--- config.mk ---
export PLATFORM = sky130hd
export DESIGN_NAME = daisy_chain_sync_frame_receiver_flat
export DESIGN_NICKNAME = d
export VERILOG_FILES = /design/src/rtl/dcsfr_pkg.sv /design/src/rtl/dcsfr_rx_if.sv /design/src/rtl/dcsfr_res_if.sv /design/src/rtl/daisy_chain_sync_frame_receiver.sv /design/src/flat_wrapper.sv
export VERILOG_INCLUDE_DIRS = /design/src /design/src/rtl
export SDC_FILE = /design/constraint.sdc
export NUM_CORES = 1
export LEC_CHECK = 0
export BUFFER_PORTS_ARGS = -buffer_cell sky130_fd_sc_hd__buf_2
export CAP_MARGIN = 20
export CORE_MARGIN = 2
export CORE_UTILIZATION = 65
export DETAILED_ROUTE_END_ITERATION = 10
export PLACE_DENSITY = 0.83
export SKIP_CTS_REPAIR_TIMING = 1
export SLEW_MARGIN = 25
export SYNTH_ARGS = -nofsm -noshare
export SYNTH_HDL_FRONTEND = slang
export SYNTH_SLANG_ARGS = --single-unit
--- constraint.sdc ---
create_clock -name i_clk -period 3.61 [get_ports i_clk]
set_clock_uncertainty 0.15 [all_clocks]
set_input_delay 0.1805 -clock i_clk [delete_from_list [all_inputs] [get_ports i_clk]]
set_output_delay 0.1805 -clock i_clk [all_outputs]
set_load 0.02 [all_outputs]
--- src/rtl/assert_macros.svh ---
// ---------------------------------------------------------------------------
// Assertion macros
// Shared concurrent assertion forms, clocked on i_clk, quiet during reset.
// ---------------------------------------------------------------------------
`ifndef ASSERT_MACROS_SVH
`define ASSERT_MACROS_SVH

// property must hold at every clock edge out of reset
`define ASSERT_ALWAYS(label, prop, msg) \
    label: assert property (@(posedge i_clk) disable iff (!i_rst_n) (prop)) else $error(msg);

// condition must never be seen at a clock edge out of reset
`define ASSERT_NEVER(label, cond, msg) \
    label: assert property (@(posedge i_clk) disable iff (!i_rst_n) !(cond)) else $error(msg);

`endif

--- src/rtl/dcsfr_pkg.sv ---
// ---------------------------------------------------------------------------
// dcsfr_pkg
// Types and constants of the daisy-chain sync frame receiver.
// ---------------------------------------------------------------------------
package dcsfr_pkg;

    localparam int BYTE_W = 8;
    localparam int IDX_W  = 4;

    localparam int FRAME_LEN_DEF  = 15;
    localparam int SYNC_COUNT_DEF = 15;

    localparam logic [BYTE_W-1:0] RESYNC_BYTE_RST = 8'd27;
    localparam logic [BYTE_W-1:0] BCAST_ADDR_RST  = 8'd255;

    // configuration register indexes
    localparam logic CFG_RESYNC_BYTE = 1'b0;
    localparam logic CFG_BCAST_ADDR  = 1'b1;

    // result word kinds
    localparam logic KIND_FWD   = 1'b0;
    localparam logic KIND_FRAME = 1'b1;

    typedef enum logic [1:0] {
        ST_IDLE = 2'b01,
        ST_EMIT = 2'b10
    } t_state;

    typedef struct packed {
        logic              kind;
        logic [BYTE_W-1:0] data_byte;
        logic [IDX_W-1:0]  frame_index;
        logic              last;
        logic [BYTE_W-1:0] own_address;
    } t_result;

endpackage

--- src/rtl/dcsfr_rx_if.sv ---
// ---------------------------------------------------------------------------
// dcsfr_rx_if
// Input channel: one received byte per word, valid/ready handshake.
// ---------------------------------------------------------------------------
interface dcsfr_rx_if;
    import dcsfr_pkg::*;

    logic              valid;
    logic              ready;
    logic [BYTE_W-1:0] rx_byte;

    modport source (output valid, output rx_byte, input ready);
    modport sink   (input valid, input rx_byte, output ready);
endinterface

--- src/rtl/dcsfr_res_if.sv ---
// ---------------------------------------------------------------------------
// dcsfr_res_if
// Result channel: forwarded bytes and frame bytes, valid/ready handshake.
// ---------------------------------------------------------------------------
interface dcsfr_res_if;
    import dcsfr_pkg::*;

    logic              valid;
    logic              ready;
    logic              kind;
    logic [BYTE_W-1:0] data_byte;
    logic [IDX_W-1:0]  frame_index;
    logic              last;
    logic [BYTE_W-1:0] own_address;

    modport source (output valid, output kind, output data_byte, output frame_index,
                    output last, output own_address, input ready);
    modport sink   (input valid, input kind, input data_byte, input frame_index,
                    input last, input own_address, output ready);
endinterface

--- src/rtl/daisy_chain_sync_frame_receiver.sv ---
// Latency: a received byte shows its forwarded word on the cycle after it is accepted.
// Throughput: one byte per cycle while the result side keeps up; a byte that completes
// an accepted frame holds input until the frame has been replayed, since the frame is
// read back from the single-port store one entry per cycle while the result side keeps up.
// Reset (synchronous, i_rst_n low): registers return to defaults, run, sync, address
// and fill count clear; frame store content is left as is.
// ---------------------------------------------------------------------------
// daisy_chain_sync_frame_receiver
// Resyncs on a run of resync bytes, captures the node address, buffers a frame
// and replays it when addressed to this node or to the broadcast address.
// ---------------------------------------------------------------------------
`include "assert_macros.svh"

module daisy_chain_sync_frame_receiver #(
    parameter int FRAME_LEN  = dcsfr_pkg::FRAME_LEN_DEF,
    parameter int SYNC_COUNT = dcsfr_pkg::SYNC_COUNT_DEF
) (
    input  logic                         i_clk,
    input  logic                         i_rst_n,
    input  logic                         i_cfg_we,
    input  logic                         i_cfg_idx,
    input  logic [dcsfr_pkg::BYTE_W-1:0] i_cfg_data,
    dcsfr_rx_if.sink                     i_rx,
    dcsfr_res_if.source                  o_res
);
    import dcsfr_pkg::*;

    localparam int AW = $clog2(FRAME_LEN);
    localparam logic [IDX_W-1:0]  FRAME_LEN_V = IDX_W'(FRAME_LEN);
    localparam logic [IDX_W-1:0]  LAST_POS    = IDX_W'(FRAME_LEN - 1);
    localparam logic [BYTE_W-1:0] SYNC_RUN_V  = BYTE_W'(SYNC_COUNT);

    // configuration
    logic [BYTE_W-1:0] r_resync_byte;
    logic [BYTE_W-1:0] r_bcast_addr;

    // control state
    t_state            r_state, n_state;
    logic [BYTE_W-1:0] r_run, n_run;
    logic              r_synced, n_synced;
    logic [BYTE_W-1:0] r_node_addr, n_node_addr;
    logic [IDX_W-1:0]  r_fill, n_fill;
    logic [IDX_W-1:0]  r_rd_idx, n_rd_idx;
    logic              r_rd_valid, n_rd_valid;
    logic              r_out_valid, n_out_valid;

    // payload
    logic [BYTE_W-1:0] r_head;
    logic [BYTE_W-1:0] r_rd_data;
    logic [IDX_W-1:0]  r_rd_pos;
    t_result           r_out;

    logic [BYTE_W-1:0] mem [FRAME_LEN];

    logic              in_acc;
    logic              capture;
    logic              store;
    logic [IDX_W-1:0]  fill_after;
    logic              full;
    logic              emit;
    logic [BYTE_W-1:0] own_addr;
    logic [BYTE_W-1:0] fwd_byte;
    logic              load_frame;
    logic              rd_go;
    logic              mem_we;

    assign i_rx.ready = (r_state == ST_IDLE) && (!r_out_valid || o_res.ready);
    assign in_acc     = i_rx.valid && i_rx.ready;

    // per-byte decision
    always_comb begin
        capture    = (r_run == SYNC_RUN_V);
        store      = !capture && (r_fill < FRAME_LEN_V);
        n_synced   = r_synced | capture;
        n_node_addr = capture ? i_rx.rx_byte : r_node_addr;
        if (capture) begin
            fill_after = '0;
        end else if (store) begin
            fill_after = r_fill + IDX_W'(1);
        end else begin
            fill_after = r_fill;
        end
        full     = n_synced && (fill_after == FRAME_LEN_V);
        // byte 0 was stored on an earlier word, as a frame is at least two bytes
        emit     = full && ((r_head == n_node_addr) || (r_head == r_bcast_addr));
        own_addr = n_synced ? n_node_addr : '0;
        fwd_byte = capture ? (i_rx.rx_byte + BYTE_W'(1)) : i_rx.rx_byte;
        n_run    = (i_rx.rx_byte == r_resync_byte) ? (r_run + BYTE_W'(1)) : '0;
        n_fill   = full ? '0 : fill_after;
    end

    assign mem_we     = in_acc && store;
    assign load_frame = r_rd_valid && (!r_out_valid || o_res.ready);
    assign rd_go      = (r_state == ST_EMIT) && (r_rd_idx < FRAME_LEN_V)
                        && (!r_rd_valid || load_frame);

    always_comb begin
        n_state     = r_state;
        n_rd_idx    = r_rd_idx;
        n_rd_valid  = r_rd_valid;
        n_out_valid = r_out_valid;
        case (r_state)
            ST_IDLE: begin
                if (in_acc && emit) begin
                    n_state  = ST_EMIT;
                    n_rd_idx = '0;
                end
            end
            ST_EMIT: begin
                if (load_frame && (r_rd_pos == LAST_POS)) begin
                    n_state = ST_IDLE;
                end
            end
            default: begin
                n_state = ST_IDLE;
            end
        endcase
        if (rd_go) begin
            n_rd_idx   = r_rd_idx + IDX_W'(1);
            n_rd_valid = 1'b1;
        end else if (load_frame) begin
            n_rd_valid = 1'b0;
        end
        if (in_acc || load_frame) begin
            n_out_valid = 1'b1;
        end else if (o_res.ready) begin
            n_out_valid = 1'b0;
        end
    end

    always_ff @(posedge i_clk) begin
        if (!i_rst_n) begin
            r_resync_byte <= RESYNC_BYTE_RST;
            r_bcast_addr  <= BCAST_ADDR_RST;
        end else if (i_cfg_we) begin
            case (i_cfg_idx)
                CFG_RESYNC_BYTE: r_resync_byte <= i_cfg_data;
                CFG_BCAST_ADDR:  r_bcast_addr  <= i_cfg_data;
                default: begin
                    r_resync_byte <= r_resync_byte;
                end
            endcase
        end
    end

    always_ff @(posedge i_clk) begin
        if (!i_rst_n) begin
            r_state     <= ST_IDLE;
            r_run       <= '0;
            r_synced    <= 1'b0;
            r_node_addr <= '0;
            r_fill      <= '0;
            r_rd_idx    <= '0;
            r_rd_valid  <= 1'b0;
            r_out_valid <= 1'b0;
        end else begin
            r_state     <= n_state;
            r_rd_idx    <= n_rd_idx;
            r_rd_valid  <= n_rd_valid;
            r_out_valid <= n_out_valid;
            if (in_acc) begin
                r_run       <= n_run;
                r_synced    <= n_synced;
                r_node_addr <= n_node_addr;
                r_fill      <= n_fill;
            end
        end
    end

    // frame store: written on accepted bytes that are stored, read back only during replay
    always_ff @(posedge i_clk) begin
        if (mem_we) begin
            mem[r_fill[AW-1:0]] <= i_rx.rx_byte;
        end
        if (rd_go) begin
            r_rd_data <= mem[r_rd_idx[AW-1:0]];
        end
    end

    always_ff @(posedge i_clk) begin
        if (mem_we && (r_fill == '0)) begin
            r_head <= i_rx.rx_byte;
        end
        if (rd_go) begin
            r_rd_pos <= r_rd_idx;
        end
        if (in_acc) begin
            r_out.kind        <= KIND_FWD;
            r_out.data_byte   <= fwd_byte;
            r_out.frame_index <= '0;
            r_out.last        <= !emit;
            r_out.own_address <= own_addr;
        end else if (load_frame) begin
            r_out.kind        <= KIND_FRAME;
            r_out.data_byte   <= r_rd_data;
            r_out.frame_index <= r_rd_pos;
            r_out.last        <= (r_rd_pos == LAST_POS);
            r_out.own_address <= r_synced ? r_node_addr : '0;
        end
    end

    assign o_res.valid       = r_out_valid;
    assign o_res.kind        = r_out.kind;
    assign o_res.data_byte   = r_out.data_byte;
    assign o_res.frame_index = r_out.frame_index;
    assign o_res.last        = r_out.last;
    assign o_res.own_address = r_out.own_address;

    `ASSERT_ALWAYS(a_no_input_in_replay, (r_state == ST_EMIT) |-> !i_rx.ready, "input taken during replay")
    `ASSERT_NEVER(a_fill_bound, r_fill > FRAME_LEN_V, "fill count beyond frame length")
    `ASSERT_NEVER(a_store_port, mem_we && rd_go, "store written and read in one cycle")
    `ASSERT_ALWAYS(a_frame_order, (o_res.valid && o_res.ready && o_res.kind && !o_res.last) |=> (!o_res.valid || (o_res.kind && (o_res.frame_index == IDX_W'($past(o_res.frame_index) + 1'b1)))), "frame bytes out of order")

endmodule

--- src/flat_wrapper.sv ---
// flat-port wrapper written by rule: the top's interface ports become plain ports
module daisy_chain_sync_frame_receiver_flat import dcsfr_pkg::*;
#(
    parameter int FRAME_LEN  = dcsfr_pkg::FRAME_LEN_DEF,
    parameter int SYNC_COUNT = dcsfr_pkg::SYNC_COUNT_DEF
)
  (i_clk, i_rst_n, i_cfg_we, i_cfg_idx, i_cfg_data, i_rx_valid, i_rx_rx_byte, i_rx_ready, o_res_valid, o_res_kind, o_res_data_byte, o_res_frame_index, o_res_last, o_res_own_address, o_res_ready);
  dcsfr_rx_if i_rx_i ();
  dcsfr_res_if o_res_i ();
  input  logic i_clk;
  input  logic i_rst_n;
  input  logic i_cfg_we;
  input  logic i_cfg_idx;
  input  logic [dcsfr_pkg::BYTE_W-1:0] i_cfg_data;
  input wire logic [$bits(i_rx_i.valid)-1:0] i_rx_valid;
  input wire logic [$bits(i_rx_i.rx_byte)-1:0] i_rx_rx_byte;
  output wire logic [$bits(i_rx_i.ready)-1:0] i_rx_ready;
  output wire logic [$bits(o_res_i.valid)-1:0] o_res_valid;
  output wire logic [$bits(o_res_i.kind)-1:0] o_res_kind;
  output wire logic [$bits(o_res_i.data_byte)-1:0] o_res_data_byte;
  output wire logic [$bits(o_res_i.frame_index)-1:0] o_res_frame_index;
  output wire logic [$bits(o_res_i.last)-1:0] o_res_last;
  output wire logic [$bits(o_res_i.own_address)-1:0] o_res_own_address;
  input wire logic [$bits(o_res_i.ready)-1:0] o_res_ready;
  assign i_rx_i.valid = i_rx_valid;
  assign i_rx_i.rx_byte = i_rx_rx_byte;
  assign i_rx_ready = i_rx_i.ready;
  assign o_res_valid = o_res_i.valid;
  assign o_res_kind = o_res_i.kind;
  assign o_res_data_byte = o_res_i.data_byte;
  assign o_res_frame_index = o_res_i.frame_index;
  assign o_res_last = o_res_i.last;
  assign o_res_own_address = o_res_i.own_address;
  assign o_res_i.ready = o_res_ready;
  daisy_chain_sync_frame_receiver #(.FRAME_LEN(FRAME_LEN), .SYNC_COUNT(SYNC_COUNT)) u_core (.i_clk(i_clk), .i_rst_n(i_rst_n), .i_cfg_we(i_cfg_we), .i_cfg_idx(i_cfg_idx), .i_cfg_data(i_cfg_data), .i_rx(i_rx_i), .o_res(o_res_i));
endmodule
==> flow_metrics.py <==
metrics = {
    "worst_setup_path": {
        "path_delay_family": "simple AND/OR/NAND/NOR gates",
        "worstSetupPathType": "reg2reg",
        "path_cells": "ha_1 -> nand3_2 -> or3_1 -> a21oi_1 -> nand2_1 -> nor3_4 -> nor2_1",
        "slowest_delay_ns": 0.41,
        "crit_buf_inv": 0,
        "worstSetupStartpointType": "flip-flop",
        "cp_data_arrival_time_ns": 2.49,
        "cp_slowest_cell": "dfxtp_1",
        "cp.required_ns": 3.65,
        "critPathMaxFanout": 9,
        "cp-end-kind": "flip-flop",
    },
    "clock_tree": {
        "path_clk_slew_ns": 0.07,
        "clk_latency_ns": 0.44,
        "cts_buffers": 17,
        "cts_root_buf": "clkbuf_16",
        "cts_tree": "built",
        "cts.sinks": 199,
        "h-tree-depth": 4,
        "clockBufferDepth": 2,
    },
    "drt": {
        "drtAntennaViolNets": 0,
        "wirelength_um": 18450,
        "first_pass_iters": 5,
        "drc_errors": 0,
        "wl_per_cell_um": 21.96,
        "routed-via-count": 5167,
        "vias_per_cell": 6.151,
        "drtIter0Drc": 550,
    },
    "global_route": {
        "antenna_found_initial": 0,
        "gr-total-overflow": 0,
        "grt_max_degree": 46,
        "grt_pass1_wl_um": 28390,
        "grt_pass1_vias": 5078,
        "track_usage_pct": 27.72,
    },
    "die": {
        "die_y_um": 117.4,
        "ios": 46,
        "die_area_sq_mm": 0.01378,
        "fp-row-count": 41,
        "die_x_um": 117.4,
        "design.core.area_sq_mm": 0.01257,
        "initial_core_util_pct": 66.48,
    },
    "sta": {
        "timing.hold.ws_ns": -0.03933,
        "slew_viol_final": 0,
        "rsz0062_at_grt": "false",
        "max_freq_mhz": 406.9,
        "setup_viol": 0,
        "max_slew_margin_pct": 38.74,
        "hold_viol": 2,
        "min_period_over_period_pct": 68.07,
        "fin_tns_setup_ns": 0,
        "layout_setup_ws_ns": 1.153,
        "min_period_ns": 2.457,
        "worstMarginPinSlew_ns": 0.9177,
    },
    "logic_synthesis": {
        "synth_edf_count": 149,
        "synth_area_leader_cell": "edfxtp_1",
        "ys_seq_area_share_pct": 65.53,
        "yosysWarningCount": 0,
        "yosys-top-cells-count": "149 x edfxtp_1, 101 x nand2_1, 50 x dfxtp_1, 33 x nand3_1, 32 x mux4_2",
        "synth.avg_cell_area_sq_um": 13.79,
        "async_flop_share_pct": 0,
        "ys_top_cells_by_area": "edfxtp_1 54%, dfxtp_1 12%, mux4_2 8.6%",
        "yosys.area.top_type_share_pct": 53.55,
        "syn-cell-area_sq_mm": 0.008356,
        "synth_cells": 606,
        "ys.flop_type": "edfxtp_1",
        "yosysMostFrequentCell": "edfxtp_1",
        "synthDistinctLibCells": 45,
        "syn-num-nets": 635,
        "ys_seq_elements": 199,
    },
    "pwr": {
        "p_per_area_mw_per_mm2": 486.6,
        "leakage_nw": 3.154,
        "peakVddDrop_mv": 0.4787,
    },
    "run_status": {
        "status": "finished with violations",
        "violations": "hold timing",
    },
    "place": {
        "dp_slack_ns": 1.222,
        "place.gp.congestion": 0.9071,
        "dpl_cell_area_sq_mm": 0.008712,
        "port_buffers": 45,
        "dp_hpwl_um": 11700,
    },
    "cells_and_area": {
        "nets": 684,
        "drive_above_1_share_pct": 19.01,
        "fin_util_pct": 74.52,
        "fin_area_sq_mm": 0.009366,
        "antenna_cells": 0,
        "area_growth_pct": 12.10,
    },
    "run": {
        "max_cap_violations": 0,
    },
    "hold_path": {
        "hold_class": "in2reg",
    },
}
## metrics by stage
stage | total power [mW] | instances
floorplan | 2.706 | 606
global placement | 2.789 | 799
detailed placement | 2.800 | 799
CTS | 4.566 | 831
global route | 4.667 | 840
finish | 4.557 | 840
## worst paths after layout
| check | startpoint | to | slack [ns] | cells past startpoint |
|---|---|---|---|---|
| setup / recovery | u_core.r_fill[0] | u_core.o_res.last | 1.15 | 7 |
| hold / removal | o_res_ready | u_core.r_rd_valid | -0.04 | 4 |
| setup reg to reg | u_core.r_fill[0] | u_core.o_res.last | 1.15 | 7 |
| hold reg to reg | u_core.o_res.frame_index[0] | u_core.o_res.frame_index[0] | 0.31 | 2 |
## power by group
group | total (mW) | leakage, nW | internal [mW] | switching [mW]
Sequential | 2.53 | 1.78 | 2.50 | 0.0312
Clock | 1.80 | 0.283 | 0.944 | 0.853
Combinational | 0.233 | 1.09 | 0.0875 | 0.145
## layout make-up
cell class                 count  area, sq um
multi-input combinational    368         2709
clock buffer                  19        454.2
fill                         717         3202
sequential                   199         5477
timing repair buffer          62        375.4
inverter                       7        26.28
clock inverter                13        110.1
tap                          172        215.2
## state kept, by name, indices dropped and copies added, names as in the netlist, 7 cells and up
| register | cells |
|---|---|
| u_core.mem | 113 |
| u_core.o_res.data_byte | 8 |
| u_core.r_bcast_addr | 8 |
| u_core.o_res.own_address | 8 |
| u_core.r_node_addr | 8 |
| u_core.r_run | 8 |
| u_core.r_resync_byte | 8 |
| u_core.r_head | 7 |
| u_core.r_rd_data | 8 |
## routing by layer
metal / share of wire (%) / global-route usage [%] / up-vias / wire (um)
li1: - / - / 2322 / -
met1: 40 / 34.82 / 2544 / 7317
met2: 50 / 45.94 / 250 / 9225
met3: 7.1 / 6.226 / 51 / 1308
met4: 3.2 / 13.63 / 0 / 594
met5: 0 / 0 / - / 0
## worst min-delay path, cell delays in order
cell     delay [ns]
buf_2          0.09
nor2b_1        0.06
nand2_1        0.10
a21oi_1        0.07
## cells by family after synthesis
kind of cell,share of synthesized area (%)
AO/OA/AOI/OAI,3.983
XOR/XNOR,4.717
buffers and inverters,2.051
multiplexers,9.704
adder cells (fa/ha/maj),1.048
flip-flops,65.53
AND/OR/NAND/NOR,12.97
## cells in the final DEF, fill, tap and decap left out, types with 20 or more instances in the layout
master / netlist / routed
edfxtp_1: 149 / 149
nand2_1: 101 / 101
dfxtp_1: 50 / 49
buf_2: 5 / 45
nand3_1: 33 / 33
mux4_2: 32 / 32
xnor2_1: 31 / 31
a21oi_1: 27 / 27
o21ai_0: 21 / 21
nor2_1: 20 / 20
No activity file was read; power rests on OpenSTA's default activity.
